`src/rtl/xraj_pkg.sv`:
```
package xraj_pkg;

	localparam int MAX_LEN   = 64;
	localparam int STEP_BITS = 32;
	localparam int STEP_W    = 32;

	localparam int CNT_W = $clog2(MAX_LEN + 1);
	localparam int IDX_W = (MAX_LEN > 1) ? $clog2(MAX_LEN) : 1;
	localparam int K_W   = (STEP_BITS > 1) ? $clog2(STEP_BITS) : 1;

	localparam int QDEPTH = 2;
	localparam int QPTR_W = 1;
	localparam int QCNT_W = 2;

	typedef logic [MAX_LEN-1:0] ring_t;
	typedef logic [CNT_W-1:0]   cnt_t;

	typedef struct packed {
		ring_t ring;
		cnt_t  len;
	} job_t;

	typedef struct packed {
		logic full;
		logic empty;
	} q_stat_t;

	function automatic ring_t width_mask(input cnt_t n);
		width_mask = ~({MAX_LEN{1'b1}} << n);
	endfunction

endpackage

```
`src/rtl/xraj_front.sv`:
```
module xraj_front import xraj_pkg::*; (
	input  logic    clk,
	input  logic    arst_n,
	input  logic    in_valid,
	output logic    in_stall,
	input  logic    light_in,
	input  logic    last_in,
	input  q_stat_t q_stat,
	output logic    push,
	output job_t    push_job
);

	ring_t ring_q;
	cnt_t  cnt_q;
	ring_t ring_nxt;
	cnt_t  len_nxt;
	logic  room;
	logic  accept;

	assign in_stall = q_stat.full;
	assign accept   = in_valid && !in_stall;
	assign room     = (cnt_q < cnt_t'(MAX_LEN));

	always_comb begin
		ring_nxt = ring_q;
		len_nxt  = cnt_q;
		if (room) begin
			ring_nxt[cnt_q[IDX_W-1:0]] = light_in;
			len_nxt                    = cnt_q + cnt_t'(1);
		end
	end

	assign push          = accept && last_in;
	assign push_job.ring = ring_nxt;
	assign push_job.len  = len_nxt;

	always_ff @(posedge clk) begin
		if (accept) begin
			ring_q <= ring_nxt;
		end
	end

	always_ff @(posedge clk or negedge arst_n) begin
		if (!arst_n) begin
			cnt_q <= '0;
		end else if (accept) begin
			if (last_in) begin
				cnt_q <= '0;
			end else begin
				cnt_q <= len_nxt;
			end
		end
	end

	a_cnt_range: assert property (@(posedge clk) disable iff (!arst_n)
		cnt_q <= cnt_t'(MAX_LEN))
		else $error("load count beyond ring capacity");

	a_push_len: assert property (@(posedge clk) disable iff (!arst_n)
		push |-> (push_job.len != '0))
		else $error("empty ring closed");

endmodule

```
`src/rtl/xraj_queue.sv`:
```
module xraj_queue import xraj_pkg::*; (
	input  logic    clk,
	input  logic    arst_n,
	input  logic    push,
	input  job_t    push_job,
	input  logic    pop,
	output job_t    head,
	output q_stat_t q_stat
);

	job_t              mem_q [QDEPTH];
	logic [QPTR_W-1:0] wr_ptr_q;
	logic [QPTR_W-1:0] rd_ptr_q;
	logic [QCNT_W-1:0] cnt_q;

	assign head         = mem_q[rd_ptr_q];
	assign q_stat.empty = (cnt_q == '0);
	assign q_stat.full  = (cnt_q == QCNT_W'(QDEPTH));

	always_ff @(posedge clk) begin
		if (push) begin
			mem_q[wr_ptr_q] <= push_job;
		end
	end

	always_ff @(posedge clk or negedge arst_n) begin
		if (!arst_n) begin
			wr_ptr_q <= '0;
			rd_ptr_q <= '0;
			cnt_q    <= '0;
		end else begin
			if (push) begin
				wr_ptr_q <= wr_ptr_q + QPTR_W'(1);
			end
			if (pop) begin
				rd_ptr_q <= rd_ptr_q + QPTR_W'(1);
			end
			if (push && !pop) begin
				cnt_q <= cnt_q + QCNT_W'(1);
			end else if (pop && !push) begin
				cnt_q <= cnt_q - QCNT_W'(1);
			end
		end
	end

	a_no_overflow: assert property (@(posedge clk) disable iff (!arst_n)
		push |-> (!q_stat.full || pop))
		else $error("request pushed into full queue");

endmodule

```
`src/rtl/xraj_back.sv`:
```
module xraj_back import xraj_pkg::*; (
	input  logic              clk,
	input  logic              arst_n,
	input  logic              step_count_we,
	input  logic [STEP_W-1:0] step_count,
	input  job_t              head,
	input  q_stat_t           q_stat,
	output logic              pop,
	output logic              out_valid,
	input  logic              out_stall,
	output logic              light_out,
	output logic              last_out
);

	localparam logic [1:0] ST_IDLE = 2'd0;
	localparam logic [1:0] ST_CALC = 2'd1;
	localparam logic [1:0] ST_EMIT = 2'd2;

	localparam logic [K_W-1:0] K_LAST = K_W'(STEP_BITS - 1);

	logic [1:0]        state_q;
	logic [STEP_W-1:0] step_q;
	ring_t             v_q;
	cnt_t              n_q;
	cnt_t              d_q;
	logic [K_W-1:0]    k_q;
	cnt_t              idx_q;

	ring_t             rot;
	logic [CNT_W:0]    dd;
	cnt_t              d_nxt;
	logic              out_take;

	assign rot = ((v_q << d_q) | (v_q >> (n_q - d_q))) & width_mask(n_q);
	assign dd  = {d_q, 1'b0};
	assign d_nxt = (dd >= {1'b0, n_q}) ? CNT_W'(dd - {1'b0, n_q}) : CNT_W'(dd);

	assign pop       = (state_q == ST_IDLE) && !q_stat.empty;
	assign out_valid = (state_q == ST_EMIT);
	assign light_out = v_q[idx_q[IDX_W-1:0]];
	assign last_out  = (idx_q == n_q - cnt_t'(1));
	assign out_take  = out_valid && !out_stall;

	always_ff @(posedge clk or negedge arst_n) begin
		if (!arst_n) begin
			step_q <= '0;
		end else if (step_count_we) begin
			step_q <= step_count;
		end
	end

	always_ff @(posedge clk) begin
		unique case (state_q)
			ST_IDLE: begin
				if (pop) begin
					v_q   <= head.ring & width_mask(head.len);
					n_q   <= head.len;
					d_q   <= (head.len > cnt_t'(1)) ? cnt_t'(1) : '0;
					k_q   <= '0;
					idx_q <= '0;
				end
			end
			ST_CALC: begin
				if (step_q[k_q]) begin
					v_q <= v_q ^ rot;
				end
				d_q <= d_nxt;
				k_q <= k_q + K_W'(1);
			end
			ST_EMIT: begin
				if (out_take) begin
					idx_q <= idx_q + cnt_t'(1);
				end
			end
			default: begin
			end
		endcase
	end

	always_ff @(posedge clk or negedge arst_n) begin
		if (!arst_n) begin
			state_q <= ST_IDLE;
		end else begin
			unique case (state_q)
				ST_IDLE: begin
					if (pop) begin
						state_q <= (head.len > cnt_t'(1)) ? ST_CALC : ST_EMIT;
					end
				end
				ST_CALC: begin
					if (k_q == K_LAST) begin
						state_q <= ST_EMIT;
					end
				end
				ST_EMIT: begin
					if (out_take && last_out) begin
						state_q <= ST_IDLE;
					end
				end
				default: begin
					state_q <= ST_IDLE;
				end
			endcase
		end
	end

	a_calc_len: assert property (@(posedge clk) disable iff (!arst_n)
		(state_q == ST_CALC) |-> ((n_q > cnt_t'(1)) && (d_q < n_q)))
		else $error("rotation state out of range");

	a_emit_idx: assert property (@(posedge clk) disable iff (!arst_n)
		out_valid |-> (idx_q < n_q))
		else $error("emit index past ring length");

	a_gap_after_last: assert property (@(posedge clk) disable iff (!arst_n)
		(out_take && last_out) |=> !out_valid)
		else $error("result after final bit without new request");

endmodule

```
`src/rtl/xor_ring_automaton_jump.sv`:
```
// Input: one light bit per cycle while in_stall is low; in_stall rises only while both queued rings wait.
// Per ring: fetch from the queue, then a rotate-XOR step for each of the STEP_BITS (32) bits of step_count
// (none for a one-bit ring), then one result bit per cycle while out_stall is low, n bits in load order.
// Loading of the next ring overlaps output of the current one.
// Reset clears step_count, the load count, the queue and the output state.
// Stored ring contents are not cleared by reset.
module xor_ring_automaton_jump import xraj_pkg::*; (
	input  logic              clk,
	input  logic              arst_n,
	input  logic              in_valid,
	output logic              in_stall,
	input  logic              light_in,
	input  logic              last_in,
	output logic              out_valid,
	input  logic              out_stall,
	output logic              light_out,
	output logic              last_out,
	input  logic              step_count_we,
	input  logic [STEP_W-1:0] step_count
);

	logic    push;
	job_t    push_job;
	logic    pop;
	job_t    head;
	q_stat_t q_stat;

	xraj_front u_front (
		.clk      (clk),
		.arst_n   (arst_n),
		.in_valid (in_valid),
		.in_stall (in_stall),
		.light_in (light_in),
		.last_in  (last_in),
		.q_stat   (q_stat),
		.push     (push),
		.push_job (push_job)
	);

	xraj_queue u_queue (
		.clk      (clk),
		.arst_n   (arst_n),
		.push     (push),
		.push_job (push_job),
		.pop      (pop),
		.head     (head),
		.q_stat   (q_stat)
	);

	xraj_back u_back (
		.clk           (clk),
		.arst_n        (arst_n),
		.step_count_we (step_count_we),
		.step_count    (step_count),
		.head          (head),
		.q_stat        (q_stat),
		.pop           (pop),
		.out_valid     (out_valid),
		.out_stall     (out_stall),
		.light_out     (light_out),
		.last_out      (last_out)
	);

endmodule

```
`config.mk`:
```
export PLATFORM = sky130hd
export DESIGN_NAME = xor_ring_automaton_jump
export DESIGN_NICKNAME = d
export VERILOG_FILES = /design/src/rtl/xraj_pkg.sv /design/src/rtl/xraj_front.sv /design/src/rtl/xraj_queue.sv /design/src/rtl/xraj_back.sv /design/src/rtl/xor_ring_automaton_jump.sv
export SDC_FILE = /design/constraint.sdc
export NUM_CORES = 1
export LEC_CHECK = 0
export BUFFER_PORTS_ARGS = -buffer_cell sky130_fd_sc_hd__buf_2
export CORE_ASPECT_RATIO = 1.4
export CORE_MARGIN = 2
export CORE_UTILIZATION = 43
export DETAILED_ROUTE_END_ITERATION = 16
export SETUP_SLACK_MARGIN = 0.05
export SYNTH_ARGS = -nofsm -noshare
export SYNTH_HDL_FRONTEND = slang
export SYNTH_HIERARCHICAL = 1
export SYNTH_SLANG_ARGS = --single-unit
```
`constraint.sdc`:
```
create_clock -name clk -period 19.5 [get_ports clk]
set_clock_uncertainty 0.15 [all_clocks]
set_input_delay 1.95 -clock clk [delete_from_list [all_inputs] [get_ports clk]]
set_output_delay 1.95 -clock clk [all_outputs]
set_load 0.02 [all_outputs]
```
* Word level (Yosys, flattened, before mapping)
Memories as Yosys holds them, arrays and structs flattened.
Cells that the tools add are included.
Widths: inputs -> output; s select.
** Operators by class
- Order comparisons :: 7
- Bitwise gates (word level) :: 6
- $add $sub $neg :: 10
- Muxes and demuxes :: 31
- Eq/ne operators :: 10
- Shift operators :: 4
- Reductions and logical operators :: 23
** Operators with widths (number)
- $mux 64 :: 3
- $and 64x64->64 :: 2
- $not 64->64 :: 2
- $pmux 64 s2 :: 1
- $shl 64x7->64 const A :: 2
- $bwmux 64 :: 1
- $or 64x64->64 :: 1
- $shl 64x7->64 :: 1
- $shr 64x7->64 :: 1
- $xor 64x64->64 :: 1
- $mux 7 :: 6
- $pmux 7 s2 :: 2
- $add 7x1->7 const B :: 2
- $lt 6x7->1 const B :: 2
- $sub 7x7->7 :: 2
- $mux 2 :: 6
- $pmux 5 s2 :: 1
- $reduce_and 3->1 :: 3
- $ge 8x7->1 :: 1
- $logic_and 1x1->1 :: 8
- $eq 7x7->1 :: 1
- $gt 7x1->1 const B :: 1
- $lt 7x7->1 const B :: 1
- $sub 7x1->7 const B :: 1
- 21 further kinds :: 39
** Storage, ports and cells
- Output and inout port bits :: 4
- Memory bits (writable) :: 142
- Memories kept :: 1
- Word-level logic and storage cells :: 104
- Input port bits :: 39
- Bits in registers :: 199
** Memory list
- u_queue.mem_q :: depth 2, width 71, read ports 1, clocked after Yosys merged registers in 0, wr ports 1, line xraj_queue.sv:11 : job_t mem_q [QDEPTH];

* Longest topological paths before layout
- Depth after elaboration :: 8
- Depth in mapped cells :: 17
- Depth with buffers taken out :: 11

* By module
Netlist, hierarchy kept.
** Modules (own cells, without submodules)
- xraj_back :: seq. area each 3553.4 um^2, cells each 1944, times used 1, area each 18052.3 um^2
- xraj_queue :: seq. area each 4364.2 um^2, cells each 237, times used 1, area each 5660.4 um^2
- xraj_front :: seq. area each 2097.0 um^2, cells each 270, times used 1, area each 3653.5 um^2

* Least setup slack after synthesis
No wires, ideal clock.
- Path type :: reg2reg
- From :: register u_back.k_q[0]
- To :: register u_back.v_q[0] (enable)
- Path buffers :: 1
- Arrival time :: 5904 ps
- Stages on the path, launching flop included :: 6
- Clock period less this slack :: 6629 ps
- Library setup time :: 574 ps
- Data required time :: 18776 ps
- Path slack :: 12871 ps
- Path through :: edfxtp_1 > clkbuf_1 > mux4_2 > mux4_2 > mux2i_1 > o21ai_0
** Between the ends
- Cells in the longest elaborated chain, start to end :: 4
** RTL lines
- start: declaration :: line xraj_back.sv:26 : logic [K_W-1:0] k_q;
- start signal: assignment :: line xraj_back.sv:68 : k_q <= k_q + K_W'(1);
- $bmux 1 s5 :: line xraj_back.sv:64 : if (step_q[k_q]) begin
- $mux 1 (implied by the code) :: line xraj_back.sv:64
- $ne 2x1->1 (no source line)
- $reduce_and 3->1 (no source line)
- end signal: assignment :: line xraj_back.sv:56 : v_q <= head.ring & width_mask(head.len);
- end signal: assignment :: line xraj_back.sv:65 : v_q <= v_q ^ rot;
- end: declaration :: line xraj_back.sv:23 : ring_t v_q;
No other way between the ends. The select of a mux whose other input is x is not followed.
A chain may end at the register's enable or synchronous reset.

* Worst setup path after layout
- From :: register u_back.d_q[2]
- To :: register u_back.v_q[0], data pin
** Between the ends
- Cells in the longest elaborated chain, start to end :: 7
- Elaborated cells on any way between the ends :: 8
- Classes of those cells :: add/sub: 1; shift: 2; mux: 2; bitwise: 3
** RTL lines
- start: declaration :: line xraj_back.sv:25 : cnt_t d_q;
- start signal: assignment :: line xraj_back.sv:58 : d_q <= (head.len > cnt_t'(1)) ? cnt_t'(1) : '0;
- start signal: assignment :: line xraj_back.sv:67 : d_q <= d_nxt;
- $sub 7x7->7 :: line xraj_back.sv:34 : assign rot = ((v_q << d_q) | (v_q >> (n_q - d_q))) & width_mask(n_q);
- $shr 64x7->64 :: line xraj_back.sv:34
- $or 64x64->64 * :: line xraj_back.sv:34
- $and 64x64->64 * :: line xraj_back.sv:34
- $xor 64x64->64 * :: line xraj_back.sv:65
- $mux 64 * :: line xraj_back.sv:64
- $pmux 64 s2 * :: line xraj_back.sv:53 : unique case (state_q)
Every way passes the cells marked *; elsewhere a longest branch is shown, timed or not. The select of a mux whose other input is x is not followed.

==> impl_metrics.json <==
{
  "rr_startpoint": "u_back/d_q[2]",
  "post-cts-setup-buffer-count": 0,
  "ys_ff_latch": 341,
  "hpwlAfterDp_um": 87500,
  "setup_viol_count_final": 0,
  "dieHeight_um": 302,
  "path_class": "flop to flop",
  "cts.clk_slew.worst_paths_ns": 0.06,
  "cts_hold_buf": 0,
  "synth_top_family_by_area": "multiplexers",
  "core_um2": 63000,
  "initial_core_util": 0.434,
  "layout_common_cells": "edfxtp_1, nand2_1, mux4_2",
  "fmax_mhz": 174,
  "hold_path_depth": 1,
  "grt_pass1_wl_um": 173000,
  "synthFlopType": "edfxtp_1",
  "drc": 0,
  "clock_sinks": 341,
  "maxSlewViolCount": 0,
  "drive_above_1_share": 0.258,
  "grt_usage": 0.374,
  "syn_nets": 2514,
  "finalCriticalPeriod_ns": 5.74,
  "antenna_found_initial": 4,
  "timing.rr.end": "u_back/v_q[0]",
  "cp.required_ns": 19.63,
  "grt_pass1_vias": 22100,
  "wl_per_cell_um": 38.4,
  "cp-start-kind": "flop",
  "async_reset_ff_frac": 0.132,
  "synth_edf_count": 296,
  "worstMarginPinSlew_ns": 1.45,
  "r2r_setup_slack_ns": 13.76,
  "ff2ff_path_depth": 13,
  "clk_latency_ns": 0.57,
  "synth_cell_types": 93,
  "ys_seq_area_frac": 0.366,
  "synthXorXnorAreaFrac": 0.0255,
  "hold_viol": 0,
  "end_kind": "flop",
  "yosysWarnings": 6,
  "cp_max_fo": 47,
  "grt_max_degree": 67,
  "hold_class": "flop to flop",
  "grt_setup_unrepaired": "false",
  "synthAdderAreaFrac": 0.0115,
  "grt_overflow_total": 0,
  "synth_area_per_cell_um2": 11.2,
  "num_vias": 22800,
  "cts-root-buf": "clkbuf_16",
  "dr.first_iter.drc_count": 3479,
  "worst_slew_margin_rel": 0.0240,
  "cts_buffer_depth": 3,
  "numCtsBuffers": 36,
  "synth_cells": 2451,
  "synth-compound-area-share": 0.121,
  "cts_resized": 0,
  "ant_nets": 0,
  "cap_viol_max_count": 0,
  "synth-simple-area-share": 0.118,
  "gp_congestion": 1.10,
  "hold_end": "u_back/step_q[14]",
  "via_per_inst": 7.09,
  "drt-total-wl_um": 123000,
  "fin_setup_tns_ns": 0,
  "synthMuxAreaShare": 0.305,
  "hp-start": "u_back/step_q[14]",
  "area_growth_pct": 7.37,
  "syn-cell-area_um2": 27400,
  "placementRows": 109,
  "htreeDepth": 2,
  "drt_first_pass_iters": 6,
  "finalNetCount": 2414,
  "timing.final.crit_share": 0.294,
  "die-width_um": 217,
  "ios": 43,
  "arrival_ns": 5.87,
  "status": "complete, no violations",
  "port_buffers": 42,
  "final_common_cell": "edfxtp_1",
  "dieArea_um2": 65700,
  "tritoncts": "yes",
  "final_util": 0.466
}
routing by layer:
metal | vias up | GRT usage | part of all wire
met3 | 482 | 0.0958 | 0.10
li1 | 9271 | - | -
met5 | - | 0 | 0.00019
met2 | 1595 | 0.595 | 0.46
met4 | 4 | 0.275 | 0.094
met1 | 11400 | 0.439 | 0.35
flip-flops by register name, indices dropped and copies added (netlist names):
name / cells
u_back/v_q: 64
u_queue/cnt_q: 2
u_back/d_q: 7
u_front/ring_q: 64
u_queue/wr_ptr_q: 1
u_back/k_q: 5
u_front/cnt_q: 7
u_queue/rd_ptr_q: 1
u_queue/mem_q: 142
u_back/idx_q: 7
u_back/state_q: 2
u_back/step_q: 32
u_back/n_q: 7
cell families (layout without fill, tap and decap cells):
kind of cell,after synthesis,count (layout)
fa+ha+maj,24,24
other cells,0,3
flops,341,341
simple gates,673,673
buf+inv,300,226
mux,536,536
xor+xnor,78,78
compound gates,499,499
per-stage QoR:
stage / instance area [um2] / worst slack, ns / std cells / hold WS, ns
floorplan: 27400 / 12.87 / 2451 / 0.305
global placement: 28100 / 14.05 / 3144 / 0.323
detailed placement: 28100 / 14.05 / 3144 / 0.342
CTS: 29400 / 14.04 / 3208 / 0.356
global route: 29400 / 13.57 / 3209 / 0.369
finish: 29400 / 13.76 / 3212 / 0.353
synthesized netlist by cell type (13+ instances only):
master	n	area share
or2_2	16	0.0037
edfxtp_1	296	0.32
a21oi_1	104	0.019
a221oi_1	13	0.0042
buf_2	47	0.0086
o21ai_0	69	0.013
buf_1	26	0.0036
a211oi_1	20	0.0055
nand2_1	271	0.037
o211ai_1	30	0.0082
and2_1	25	0.0057
o22ai_1	24	0.0055
a22oi_1	15	0.0041
o21ai_1	42	0.0077
inv_1	27	0.0037
xor2_1	25	0.0080
mux2_4	69	0.038
nor2_1	148	0.020
dfrtp_1	45	0.041
a31oi_1	42	0.0096
and3_1	22	0.0050
or3_1	14	0.0032
ha_1	22	0.010
mux4_2	195	0.16
mux2_2	110	0.045
nor3_1	31	0.0057
a21o_1	15	0.0041
clkbuf_1	156	0.021
xnor2_1	51	0.016
nand2b_1	18	0.0041
a32oi_1	17	0.0054
mux2_1	40	0.016
nand3_1	66	0.012
buf_4	24	0.0066
mux2i_1	122	0.045
worst max path at each step:
stage | start | end | slack, ns | cells past startpoint
2_1_floorplan | u_back/k_q[0] | u_back/v_q[0] | 12.87 | 5
3_3_place_gp | u_back/d_q[2] | u_back/v_q[6] | 14.05 | 13
3_5_place_dp | u_back/d_q[2] | u_back/v_q[6] | 14.05 | 13
4_1_cts | u_back/d_q[2] | u_back/v_q[6] | 14.04 | 13
5_1_grt | u_back/d_q[2] | u_back/v_q[0] | 13.57 | 13
6_report | u_back/d_q[2] | u_back/v_q[0] | 13.76 | 13
worst max-delay path, stage by stage, from the launching register on:
cell      delay (ns)
edfxtp_1        0.32
buf_4           0.51
inv_1           0.11
buf_4           0.31
ha_1            0.55
xor2_4          0.17
buf_4           0.43
buf_4           0.56
mux2i_1         1.03
mux4_2          0.46
nor2_1          0.05
a221oi_1        0.27
mux2i_1         0.26
a31oi_1         0.10
final cells by class:
cell class,count,area (um2)
Timing Repair Buffer,129,863
Antenna cell,3,7.51
Tap cell,832,1040
Inverter,33,124
Multi-Input combinational cell,1810,16000
Clock buffer,43,937
Clock inverter,21,347
Fill cell,5802,33600
Sequential cell,341,10000
Power is left out: the tool's default activity adds up to more than one toggle a clock period on the data nets, which glitch-free logic cannot reach.
